## config.mk

```make
export PLATFORM = sky130hd
export DESIGN_NAME = crumple_alpha_blend_pixel_flat
export DESIGN_NICKNAME = d
export VERILOG_FILES = /design/src/rtl/cab_pkg.sv /design/src/rtl/cab_in_if.sv /design/src/rtl/cab_out_if.sv /design/src/rtl/cab_div_pipe.sv /design/src/rtl/crumple_alpha_blend_pixel.sv /design/src/flat_wrapper.sv
export SDC_FILE = /design/constraint.sdc
export NUM_CORES = 2
export LEC_CHECK = 0
export BUFFER_PORTS_ARGS = -buffer_cell sky130_fd_sc_hd__clkbuf_2
export CAP_MARGIN = 10
export CORE_MARGIN = 3
export CORE_UTILIZATION = 66
export CTS_BUF_LIST = sky130_fd_sc_hd__clkbuf_8
export CTS_CLUSTER_SIZE = 20
export DETAILED_ROUTE_END_ITERATION = 10
export PLACE_DENSITY = 0.86
export SYNTH_ARGS = -nofsm -noshare
export SYNTH_HDL_FRONTEND = slang
export SYNTH_SLANG_ARGS = --single-unit
```

## constraint.sdc

```tcl
create_clock -name clk -period 19.2 [get_ports clk]
set_input_delay 0.96 -clock clk [delete_from_list [all_inputs] [get_ports clk]]
set_output_delay 0.96 -clock clk [all_outputs]
set_load 0.005 [all_outputs]
```

## src/rtl/cab_pkg.sv

```systemverilog
// shared types and constants for the crumple alpha blend pixel pipeline
package cab_pkg;

  localparam int PIX_W  = 8;
  localparam int NUM_CH = 3;

  // channel order inside an rgb_t
  localparam int CH_BLUE  = 0;
  localparam int CH_GREEN = 1;
  localparam int CH_RED   = 2;

  typedef logic [PIX_W-1:0] pix_t;
  typedef logic [NUM_CH-1:0][PIX_W-1:0] rgb_t;

  localparam pix_t FULL = 8'd255;

  // bt.601 luma weights, 14 fractional bits, summing to 16384
  localparam int   LUMA_W     = 22;
  localparam int   LUMA_SHIFT = 14;
  localparam logic [LUMA_W-1:0] LUMA_R    = 22'd4899;
  localparam logic [LUMA_W-1:0] LUMA_G    = 22'd9617;
  localparam logic [LUMA_W-1:0] LUMA_B    = 22'd1868;
  localparam logic [LUMA_W-1:0] LUMA_HALF = 22'd8192;

  // crumple numerator c*nv + v/2 stays below 2^17
  localparam int NUM_W     = 17;
  localparam int DIV_STEPS = PIX_W;

  // x/255 as (x*32897) >> 23, exact for x below 66052
  localparam int MIX_W     = 17;
  localparam int MIX_PROD_W = 33;
  localparam int MIX_SHIFT = 23;
  localparam logic [MIX_PROD_W-1:0] MIX_RECIP = 33'd32897;
  localparam logic [MIX_W-1:0]      MIX_ROUND = 17'd127;

  typedef struct packed {
    logic [NUM_CH-1:0][NUM_W-1:0] num;
    pix_t val;
    pix_t alpha;
    rgb_t back;
  } div_req_t;

  typedef struct packed {
    rgb_t quo;
    pix_t val;
    pix_t alpha;
    rgb_t back;
  } div_rsp_t;

endpackage

```

## src/rtl/cab_in_if.sv

```systemverilog
// pixel input channel: fragment, alpha and background with valid/ready
interface cab_in_if;
  logic       valid;
  logic       ready;
  logic [7:0] frag_blue;
  logic [7:0] frag_green;
  logic [7:0] frag_red;
  logic [7:0] frag_alpha;
  logic [7:0] back_blue;
  logic [7:0] back_green;
  logic [7:0] back_red;

  modport source (
    output valid, frag_blue, frag_green, frag_red, frag_alpha,
    output back_blue, back_green, back_red,
    input  ready
  );
  modport sink (
    input  valid, frag_blue, frag_green, frag_red, frag_alpha,
    input  back_blue, back_green, back_red,
    output ready
  );
endinterface

```

## src/rtl/cab_out_if.sv

```systemverilog
// pixel output channel: blended colour with valid/ready
interface cab_out_if;
  logic       valid;
  logic       ready;
  logic [7:0] out_blue;
  logic [7:0] out_green;
  logic [7:0] out_red;

  modport source (
    output valid, out_blue, out_green, out_red,
    input  ready
  );
  modport sink (
    input  valid, out_blue, out_green, out_red,
    output ready
  );
endinterface

```

## src/rtl/cab_div_pipe.sv

```systemverilog
// pipelined restoring divider, one quotient bit per stage, three channels
module cab_div_pipe import cab_pkg::*; (
  input  logic     clk,
  input  logic     rst,
  input  logic     in_valid,
  output logic     in_ready,
  input  div_req_t in_req,
  output logic     out_valid,
  input  logic     out_ready,
  output div_rsp_t out_rsp
);

  typedef struct packed {
    logic [NUM_CH-1:0][NUM_W-1:0] rem;
    rgb_t quo;
    pix_t val;
    pix_t alpha;
    rgb_t back;
  } step_t;

  step_t                st      [DIV_STEPS];
  step_t                st_in   [DIV_STEPS];
  step_t                st_next [DIV_STEPS];
  logic [DIV_STEPS-1:0] st_valid;
  logic [DIV_STEPS-1:0] vin;
  logic [DIV_STEPS-1:0] en;

  // a stage moves when it is empty or its successor moves
  always_comb begin
    en[DIV_STEPS-1] = !st_valid[DIV_STEPS-1] || out_ready;
    for (int s = DIV_STEPS-2; s >= 0; s--) begin
      en[s] = !st_valid[s] || en[s+1];
    end
  end

  for (genvar s = 0; s < DIV_STEPS; s++) begin : g_step
    if (s == 0) begin : g_first
      always_comb begin
        st_in[s].rem   = in_req.num;
        st_in[s].quo   = '0;
        st_in[s].val   = in_req.val;
        st_in[s].alpha = in_req.alpha;
        st_in[s].back  = in_req.back;
      end
      assign vin[s] = in_valid;
    end else begin : g_rest
      assign st_in[s] = st[s-1];
      assign vin[s]   = st_valid[s-1];
    end

    // this stage decides quotient bit DIV_STEPS-1-s
    always_comb begin
      logic [NUM_W-1:0] dsh;
      logic             ge;
      st_next[s] = st_in[s];
      dsh = NUM_W'(st_in[s].val) << (DIV_STEPS-1-s);
      for (int c = 0; c < NUM_CH; c++) begin
        ge = st_in[s].rem[c] >= dsh;
        st_next[s].rem[c] = ge ? (st_in[s].rem[c] - dsh) : st_in[s].rem[c];
        st_next[s].quo[c] = {st_in[s].quo[c][PIX_W-2:0], ge};
      end
    end

    always_ff @(posedge clk) begin
      if (rst) begin
        st_valid[s] <= 1'b0;
      end else if (en[s]) begin
        st_valid[s] <= vin[s];
      end
    end

    always_ff @(posedge clk) begin
      if (en[s]) begin
        st[s] <= st_next[s];
      end
    end
  end

  assign in_ready      = en[0];
  assign out_valid     = st_valid[DIV_STEPS-1];
  assign out_rsp.quo   = st[DIV_STEPS-1].quo;
  assign out_rsp.val   = st[DIV_STEPS-1].val;
  assign out_rsp.alpha = st[DIV_STEPS-1].alpha;
  assign out_rsp.back  = st[DIV_STEPS-1].back;

endmodule

```

## src/rtl/crumple_alpha_blend_pixel.sv

```systemverilog
// top level: crumple shading and alpha blend of one pixel per clock while not stalled
//
// Takes one pixel per clock while not stalled and gives one blended pixel per accepted pixel,
// in order. The fragment is first darkened by the relief of the background
// (255 minus its bt.601 luma): its value V, the largest channel, drops by
// the relief with a floor at zero, each channel is scaled by newV/V with
// rounding (black when V is zero), and the result is blended over the
// background as round((a*c + (255-a)*b)/255). Alpha zero gives the background
// unchanged. A pixel passes through three front stages (luma products and
// max, relief and new value, scaling numerators), eight stages of the
// divider that forms newV/V one quotient bit per stage, then the blend
// products and the output register that does the division by 255. Every
// stage has its own valid bit and moves whenever it is empty or the stage
// after it moves, so a new pixel is accepted every cycle unless a stalled
// output has filled the pipeline, and bubbles close up while the output is
// stalled. No state survives between pixels; reset only empties the pipeline.
module crumple_alpha_blend_pixel import cab_pkg::*; (
  input  logic       clk,
  input  logic       rst,
  cab_in_if.sink     pix_in,
  cab_out_if.source  pix_out
);

  // stage a: luma partial products, fragment value
  logic              a_valid;
  rgb_t              a_frag;
  pix_t              a_alpha;
  rgb_t              a_back;
  pix_t              a_val;
  logic [LUMA_W-1:0] a_luma_r;
  logic [LUMA_W-1:0] a_luma_g;
  logic [LUMA_W-1:0] a_luma_b;

  // stage b: new value after relief
  logic b_valid;
  rgb_t b_frag;
  pix_t b_alpha;
  rgb_t b_back;
  pix_t b_val;
  pix_t b_nv;

  // stage c: divider request
  logic     c_valid;
  div_req_t c_req;

  // divider result
  logic     div_in_ready;
  logic     div_valid;
  div_rsp_t div_rsp;

  // stage d: blend sums before the divide by 255
  logic                        d_valid;
  logic [NUM_CH-1:0][MIX_W-1:0] d_x;

  // stage e: output register
  logic e_valid;
  rgb_t e_out;

  logic a_en;
  logic b_en;
  logic c_en;
  logic d_en;
  logic e_en;

  // ready chain from the output back to the input
  assign e_en = !e_valid || pix_out.ready;
  assign d_en = !d_valid || e_en;
  assign c_en = !c_valid || div_in_ready;
  assign b_en = !b_valid || c_en;
  assign a_en = !a_valid || b_en;

  assign pix_in.ready = a_en;

  // stage a inputs
  rgb_t in_frag;
  rgb_t in_back;
  pix_t in_val;

  always_comb begin
    in_frag[CH_BLUE]  = pix_in.frag_blue;
    in_frag[CH_GREEN] = pix_in.frag_green;
    in_frag[CH_RED]   = pix_in.frag_red;
    in_back[CH_BLUE]  = pix_in.back_blue;
    in_back[CH_GREEN] = pix_in.back_green;
    in_back[CH_RED]   = pix_in.back_red;
    in_val = in_frag[CH_BLUE];
    if (in_frag[CH_GREEN] > in_val) begin
      in_val = in_frag[CH_GREEN];
    end
    if (in_frag[CH_RED] > in_val) begin
      in_val = in_frag[CH_RED];
    end
  end

  always_ff @(posedge clk) begin
    if (rst) begin
      a_valid <= 1'b0;
    end else if (a_en) begin
      a_valid <= pix_in.valid;
    end
  end

  always_ff @(posedge clk) begin
    if (a_en) begin
      a_frag   <= in_frag;
      a_alpha  <= pix_in.frag_alpha;
      a_back   <= in_back;
      a_val    <= in_val;
      a_luma_r <= LUMA_R * LUMA_W'(in_back[CH_RED]);
      a_luma_g <= LUMA_G * LUMA_W'(in_back[CH_GREEN]);
      a_luma_b <= LUMA_B * LUMA_W'(in_back[CH_BLUE]);
    end
  end

  // stage b: rounded luma never exceeds 255, so no clamp is needed
  logic [LUMA_W-1:0] luma_sum;
  pix_t              luma;
  pix_t              relief;
  pix_t              nv;

  always_comb begin
    luma_sum = a_luma_r + a_luma_g + a_luma_b + LUMA_HALF;
    luma     = luma_sum[LUMA_SHIFT +: PIX_W];
    relief   = FULL - luma;
    nv       = (a_val > relief) ? (a_val - relief) : '0;
  end

  always_ff @(posedge clk) begin
    if (rst) begin
      b_valid <= 1'b0;
    end else if (b_en) begin
      b_valid <= a_valid;
    end
  end

  always_ff @(posedge clk) begin
    if (b_en) begin
      b_frag  <= a_frag;
      b_alpha <= a_alpha;
      b_back  <= a_back;
      b_val   <= a_val;
      b_nv    <= nv;
    end
  end

  // stage c: scaling numerators c*nv + v/2
  div_req_t req_next;

  always_comb begin
    for (int c = 0; c < NUM_CH; c++) begin
      req_next.num[c] = NUM_W'(b_frag[c]) * NUM_W'(b_nv) + NUM_W'(b_val >> 1);
    end
    req_next.val   = b_val;
    req_next.alpha = b_alpha;
    req_next.back  = b_back;
  end

  always_ff @(posedge clk) begin
    if (rst) begin
      c_valid <= 1'b0;
    end else if (c_en) begin
      c_valid <= b_valid;
    end
  end

  always_ff @(posedge clk) begin
    if (c_en) begin
      c_req <= req_next;
    end
  end

  // newV/V per channel; quotient never exceeds newV, so 8 bits suffice
  cab_div_pipe u_div (
    .clk       (clk),
    .rst       (rst),
    .in_valid  (c_valid),
    .in_ready  (div_in_ready),
    .in_req    (c_req),
    .out_valid (div_valid),
    .out_ready (d_en),
    .out_rsp   (div_rsp)
  );

  // stage d: blend sums; a zero value forces a black fragment
  logic [NUM_CH-1:0][MIX_W-1:0] x_next;

  always_comb begin
    pix_t crumpled;
    for (int c = 0; c < NUM_CH; c++) begin
      crumpled  = (div_rsp.val == '0) ? '0 : div_rsp.quo[c];
      x_next[c] = MIX_W'(div_rsp.alpha) * MIX_W'(crumpled)
                + MIX_W'(FULL - div_rsp.alpha) * MIX_W'(div_rsp.back[c])
                + MIX_ROUND;
    end
  end

  always_ff @(posedge clk) begin
    if (rst) begin
      d_valid <= 1'b0;
    end else if (d_en) begin
      d_valid <= div_valid;
    end
  end

  always_ff @(posedge clk) begin
    if (d_en) begin
      d_x <= x_next;
    end
  end

  // stage e: divide by 255 through the reciprocal multiply
  rgb_t out_next;

  always_comb begin
    logic [MIX_PROD_W-1:0] prod;
    for (int c = 0; c < NUM_CH; c++) begin
      prod        = MIX_PROD_W'(d_x[c]) * MIX_RECIP;
      out_next[c] = prod[MIX_SHIFT +: PIX_W];
    end
  end

  always_ff @(posedge clk) begin
    if (rst) begin
      e_valid <= 1'b0;
    end else if (e_en) begin
      e_valid <= d_valid;
    end
  end

  always_ff @(posedge clk) begin
    if (e_en) begin
      e_out <= out_next;
    end
  end

  assign pix_out.valid     = e_valid;
  assign pix_out.out_blue  = e_out[CH_BLUE];
  assign pix_out.out_green = e_out[CH_GREEN];
  assign pix_out.out_red   = e_out[CH_RED];

endmodule

```

## src/flat_wrapper.sv

```systemverilog
// flat-port wrapper written by rule: the top's interface ports become plain ports
module crumple_alpha_blend_pixel_flat import cab_pkg::*;
  (clk, rst, pix_in_valid, pix_in_frag_blue, pix_in_frag_green, pix_in_frag_red, pix_in_frag_alpha, pix_in_back_blue, pix_in_back_green, pix_in_back_red, pix_in_ready, pix_out_valid, pix_out_out_blue, pix_out_out_green, pix_out_out_red, pix_out_ready);
  cab_in_if pix_in_i ();
  cab_out_if pix_out_i ();
  input  logic clk;
  input  logic rst;
  input wire logic [$bits(pix_in_i.valid)-1:0] pix_in_valid;
  input wire logic [$bits(pix_in_i.frag_blue)-1:0] pix_in_frag_blue;
  input wire logic [$bits(pix_in_i.frag_green)-1:0] pix_in_frag_green;
  input wire logic [$bits(pix_in_i.frag_red)-1:0] pix_in_frag_red;
  input wire logic [$bits(pix_in_i.frag_alpha)-1:0] pix_in_frag_alpha;
  input wire logic [$bits(pix_in_i.back_blue)-1:0] pix_in_back_blue;
  input wire logic [$bits(pix_in_i.back_green)-1:0] pix_in_back_green;
  input wire logic [$bits(pix_in_i.back_red)-1:0] pix_in_back_red;
  output wire logic [$bits(pix_in_i.ready)-1:0] pix_in_ready;
  output wire logic [$bits(pix_out_i.valid)-1:0] pix_out_valid;
  output wire logic [$bits(pix_out_i.out_blue)-1:0] pix_out_out_blue;
  output wire logic [$bits(pix_out_i.out_green)-1:0] pix_out_out_green;
  output wire logic [$bits(pix_out_i.out_red)-1:0] pix_out_out_red;
  input wire logic [$bits(pix_out_i.ready)-1:0] pix_out_ready;
  assign pix_in_i.valid = pix_in_valid;
  assign pix_in_i.frag_blue = pix_in_frag_blue;
  assign pix_in_i.frag_green = pix_in_frag_green;
  assign pix_in_i.frag_red = pix_in_frag_red;
  assign pix_in_i.frag_alpha = pix_in_frag_alpha;
  assign pix_in_i.back_blue = pix_in_back_blue;
  assign pix_in_i.back_green = pix_in_back_green;
  assign pix_in_i.back_red = pix_in_back_red;
  assign pix_in_ready = pix_in_i.ready;
  assign pix_out_valid = pix_out_i.valid;
  assign pix_out_out_blue = pix_out_i.out_blue;
  assign pix_out_out_green = pix_out_i.out_green;
  assign pix_out_out_red = pix_out_i.out_red;
  assign pix_out_i.ready = pix_out_ready;
  crumple_alpha_blend_pixel u_core (.clk(clk), .rst(rst), .pix_in(pix_in_i), .pix_out(pix_out_i));
endmodule
```

==> summary.txt <==
Route
  • Routed WL: 154000 um
  • Number of DRC markers in iteration 0: 2572
  • Final ANT Viol Nets: 0
  • Post-DR wirelength/cell: around 19 um
  • Routed vias: 47.1k
  • Vias/cell: 5.77
  • DRC Markers: 0
  • First-pass iteration count of the detailed router: 8

Logic synthesis
  • Post-synth top cells: 1141 x edfxtp_1, 917 x ha_1, 894 x inv_1, 524 x fa_1, 435 x nand2_1
  • Count leader, synth: edfxtp_1
  • Ys Warns: 0
  • Avg Cell Area, Syn: 12.2 sq um
  • Ys async rst share: 0
  • Number of synthesized register bits: approximately 1.2k
  • Cells after synthesis: 6291
  • Mapped cell area: 76600 sq um
  • Area contributors post-synth: edfxtp_1 45%, ha_1 15%, fa_1 14%
  • Post-synth net total: 7792
  • Synth top area share: 0.448
  • Seq/Total Area, Yosys: 0.451
  • Largest area contributor in the netlist: edfxtp_1
  • Number of synthesized flops with an enable pin: approximately 1.1k
  • Netlist cell types: 86
  • Ys flop type: edfxtp_1

STA
  • Tcrit/Tclk final: 0.369
  • Final min period: 7080 ps
  • Worst Skew: 70.1 ps
  • RSZ-0062 raised after global routing: false
  • Final worst slack: ~12000 ps
  • Slew headroom: 0.199
  • Tightest Pin Transition: 1200 ps
  • Setup-failing EPs final: 0
  • Final hold violation count: 0
  • Final Max Tran Viols: 0
  • Total negative slack: 0 ps
  • Fmax: 0.141 GHz

Outcome
  • Outcome: finished, final reports clean

Clock network
  • Sink Count: 1154
  • Clock latency reported for the late side of the worst-skew pair: 900 ps
  • TritonCTS clock tree: done
  • CTS clk-pin slew, worst paths: 60 ps
  • Post_cts resized: 0
  • CTS Buffer Depth: 3
  • H-Tree Depth: 4
  • Root Driver: clkbuf_8
  • Hold-fix buffers, CTS: 0
  • Cts bufs inserted: roughly 180
  • Post-CTS Repair Setup Buffers: 0

Setup path
  • CP Class: register to register
  • CP dominant cell by count: fa_1
  • Slowest CP cell: buf_4
  • CP Launch Type: register
  • Worst path required time: roughly 20000 ps
  • Crit path launch: u_core.u_div.st[1][379]$_DFFE_PP_
  • Delay of the slowest cell on the worst path: 630 ps
  • Worst-path cell chain: nor4_1, nand2_2, buf_4, and2_1, nand2_1, fa_1, fa_1, inv_1, fa_1, fa_1, fa_1, inv_1, fa_1, inv_1, ha_1, nor3_1, o21ai_0, nand2_1, o21ai_0, or4_1, and3_1, a211oi_1
  • Crit path max-delay family: adder cells
  • Worst-path fanout max: 85
  • FF-to-FF Start: u_core.u_div.st[1][379]$_DFFE_PP_
  • CP endpoint kind: register
  • Buf/Inv on CP: 4
  • Crit path DAT: about 7800 ps

Floorplan
  • Die Span X: 347 um
  • Die area: 120000 sq um
  • Core Rows: 124
  • Initial Util: 0.668
  • Core Box Area: 115000 sq um
  • Die Height: 347 um
  • # IOs: 86

GRT
  • Total grt overflow: 0
  • Largest net degree at the start of global routing: 94
  • First-pass GRT wire length: between 200000 and 250000 um
  • GR Util All Layers: 0.261
  • Vias in the first global route: 49.4k
  • Initial antenna violation count: 1

Finish
  • Design Area, Final: 82300 sq um
  • Area growth, synth to finish: 7.54%
  • Nets: around 8.0k
  • Share of cells above drive strength 1: 0.0686
  • Fill count: 7433

Place
  • I/O Buffers: 85
  • DPL Wire Length: about 120000 um
  • RD Place Congestion: 0.925
  • Pre-CTS setup slack: 12200 ps
  • Placed Area: about 80000 sq um

Worst hold path
  • Hold path start: pix_in_frag_alpha[0]
  • Hold crit path type: primary input to register

Run
  • MaxCap Viol Count: 0
[kinds of logic after synthesis]
group	Yosys count	synth area share
AND/OR/NAND/NOR	1565	0.105
multiplexers	82	0.0115
flip-flops	1154	0.451
adder cells (fa/ha/maj)	1441	0.287
buffers and inverters	987	0.0487
AO/OA/AOI/OAI	769	0.0630
XOR/XNOR	293	0.0335
[per-layer routing]
metal | global-route usage | part of all wire | wire (um) | vias to the layer above
li1 | - | - | - | 22300
met1 | 0.291 | 0.37 | 56800 | 22900
met2 | 0.475 | 0.52 | 80400 | 1434
met3 | 0.0409 | 0.049 | 7580 | 500
met4 | 0.154 | 0.062 | 9560 | 0
met5 | 0 | 0 | 0 | -
[sequential cells by signal (all words and copies together), names as in the netlist, 16 cells and up]
register / count
u_core.a_frag: 24
u_core.c_req: 91
u_core.a_luma_g: 22
u_core.u_div.st: 785
u_core.a_back: 20
u_core.d_x: 51
u_core.b_frag: 24
u_core.a_luma_r: 20
u_core.b_back: 24
u_core.a_luma_b: 16
[through the flow]
step	cells	hold WS, ps	util
finish	8162	232	0.718
global route	8162	168	0.718
CTS	8161	91.4	0.718
detailed placement	7826	405	0.687
global placement	7826	401	0.687
floorplan	6291	400	-
[layout make-up]
class                   instances  area (sq um)  share of cell area
diodes                          1          2.50           0.0000304
clock buffers                 185          2550              0.0309
clock inverters               150          1000              0.0122
inverters                     898          3380              0.0410
multi-input cells            4150         38400               0.466
flip-flops and latches       1154         34500               0.419
well taps                    1512          1890              0.0230
repair buffers                112           628             0.00763
[cells in the final DEF (no fill, tap or decap), types with 42 or more instances in the layout]
| master | netlist | layout |
|---|---|---|
| nor4_1 | 44 | 44 |
| xor2_1 | 119 | 119 |
| nor2b_1 | 152 | 152 |
| clkbuf_8 | 0 | 185 |
| ha_1 | 917 | 917 |
| xnor2_1 | 174 | 174 |
| clkinv_1 | 0 | 46 |
| nand2b_1 | 148 | 148 |
| clkbuf_2 | 0 | 85 |
| and2_1 | 93 | 93 |
| nor2_1 | 230 | 230 |
| a21oi_1 | 207 | 207 |
| inv_1 | 894 | 941 |
| edfxtp_1 | 1141 | 1141 |
| o21ai_0 | 206 | 206 |
| a21o_1 | 82 | 82 |
| nand2_1 | 435 | 430 |
| and3_1 | 129 | 129 |
| nor3_1 | 123 | 123 |
| nand3_1 | 56 | 54 |
| fa_1 | 524 | 524 |
| mux2_2 | 42 | 42 |
[final timing paths]
path         cells past startpoint  slack [ps]                                end
min reg2reg                      0         360  u_core.u_div.st[1][276]$_DFFE_PP_
min                              1         230        u_core.a_alpha[0]$_DFFE_PP_
max                             22       12120           u_core.d_x[50]$_DFFE_PP_
max reg2reg                     22       12120           u_core.d_x[50]$_DFFE_PP_
Power is not shown: default switching activity piles up to over one toggle a cycle in this logic, so the estimate is an artifact.
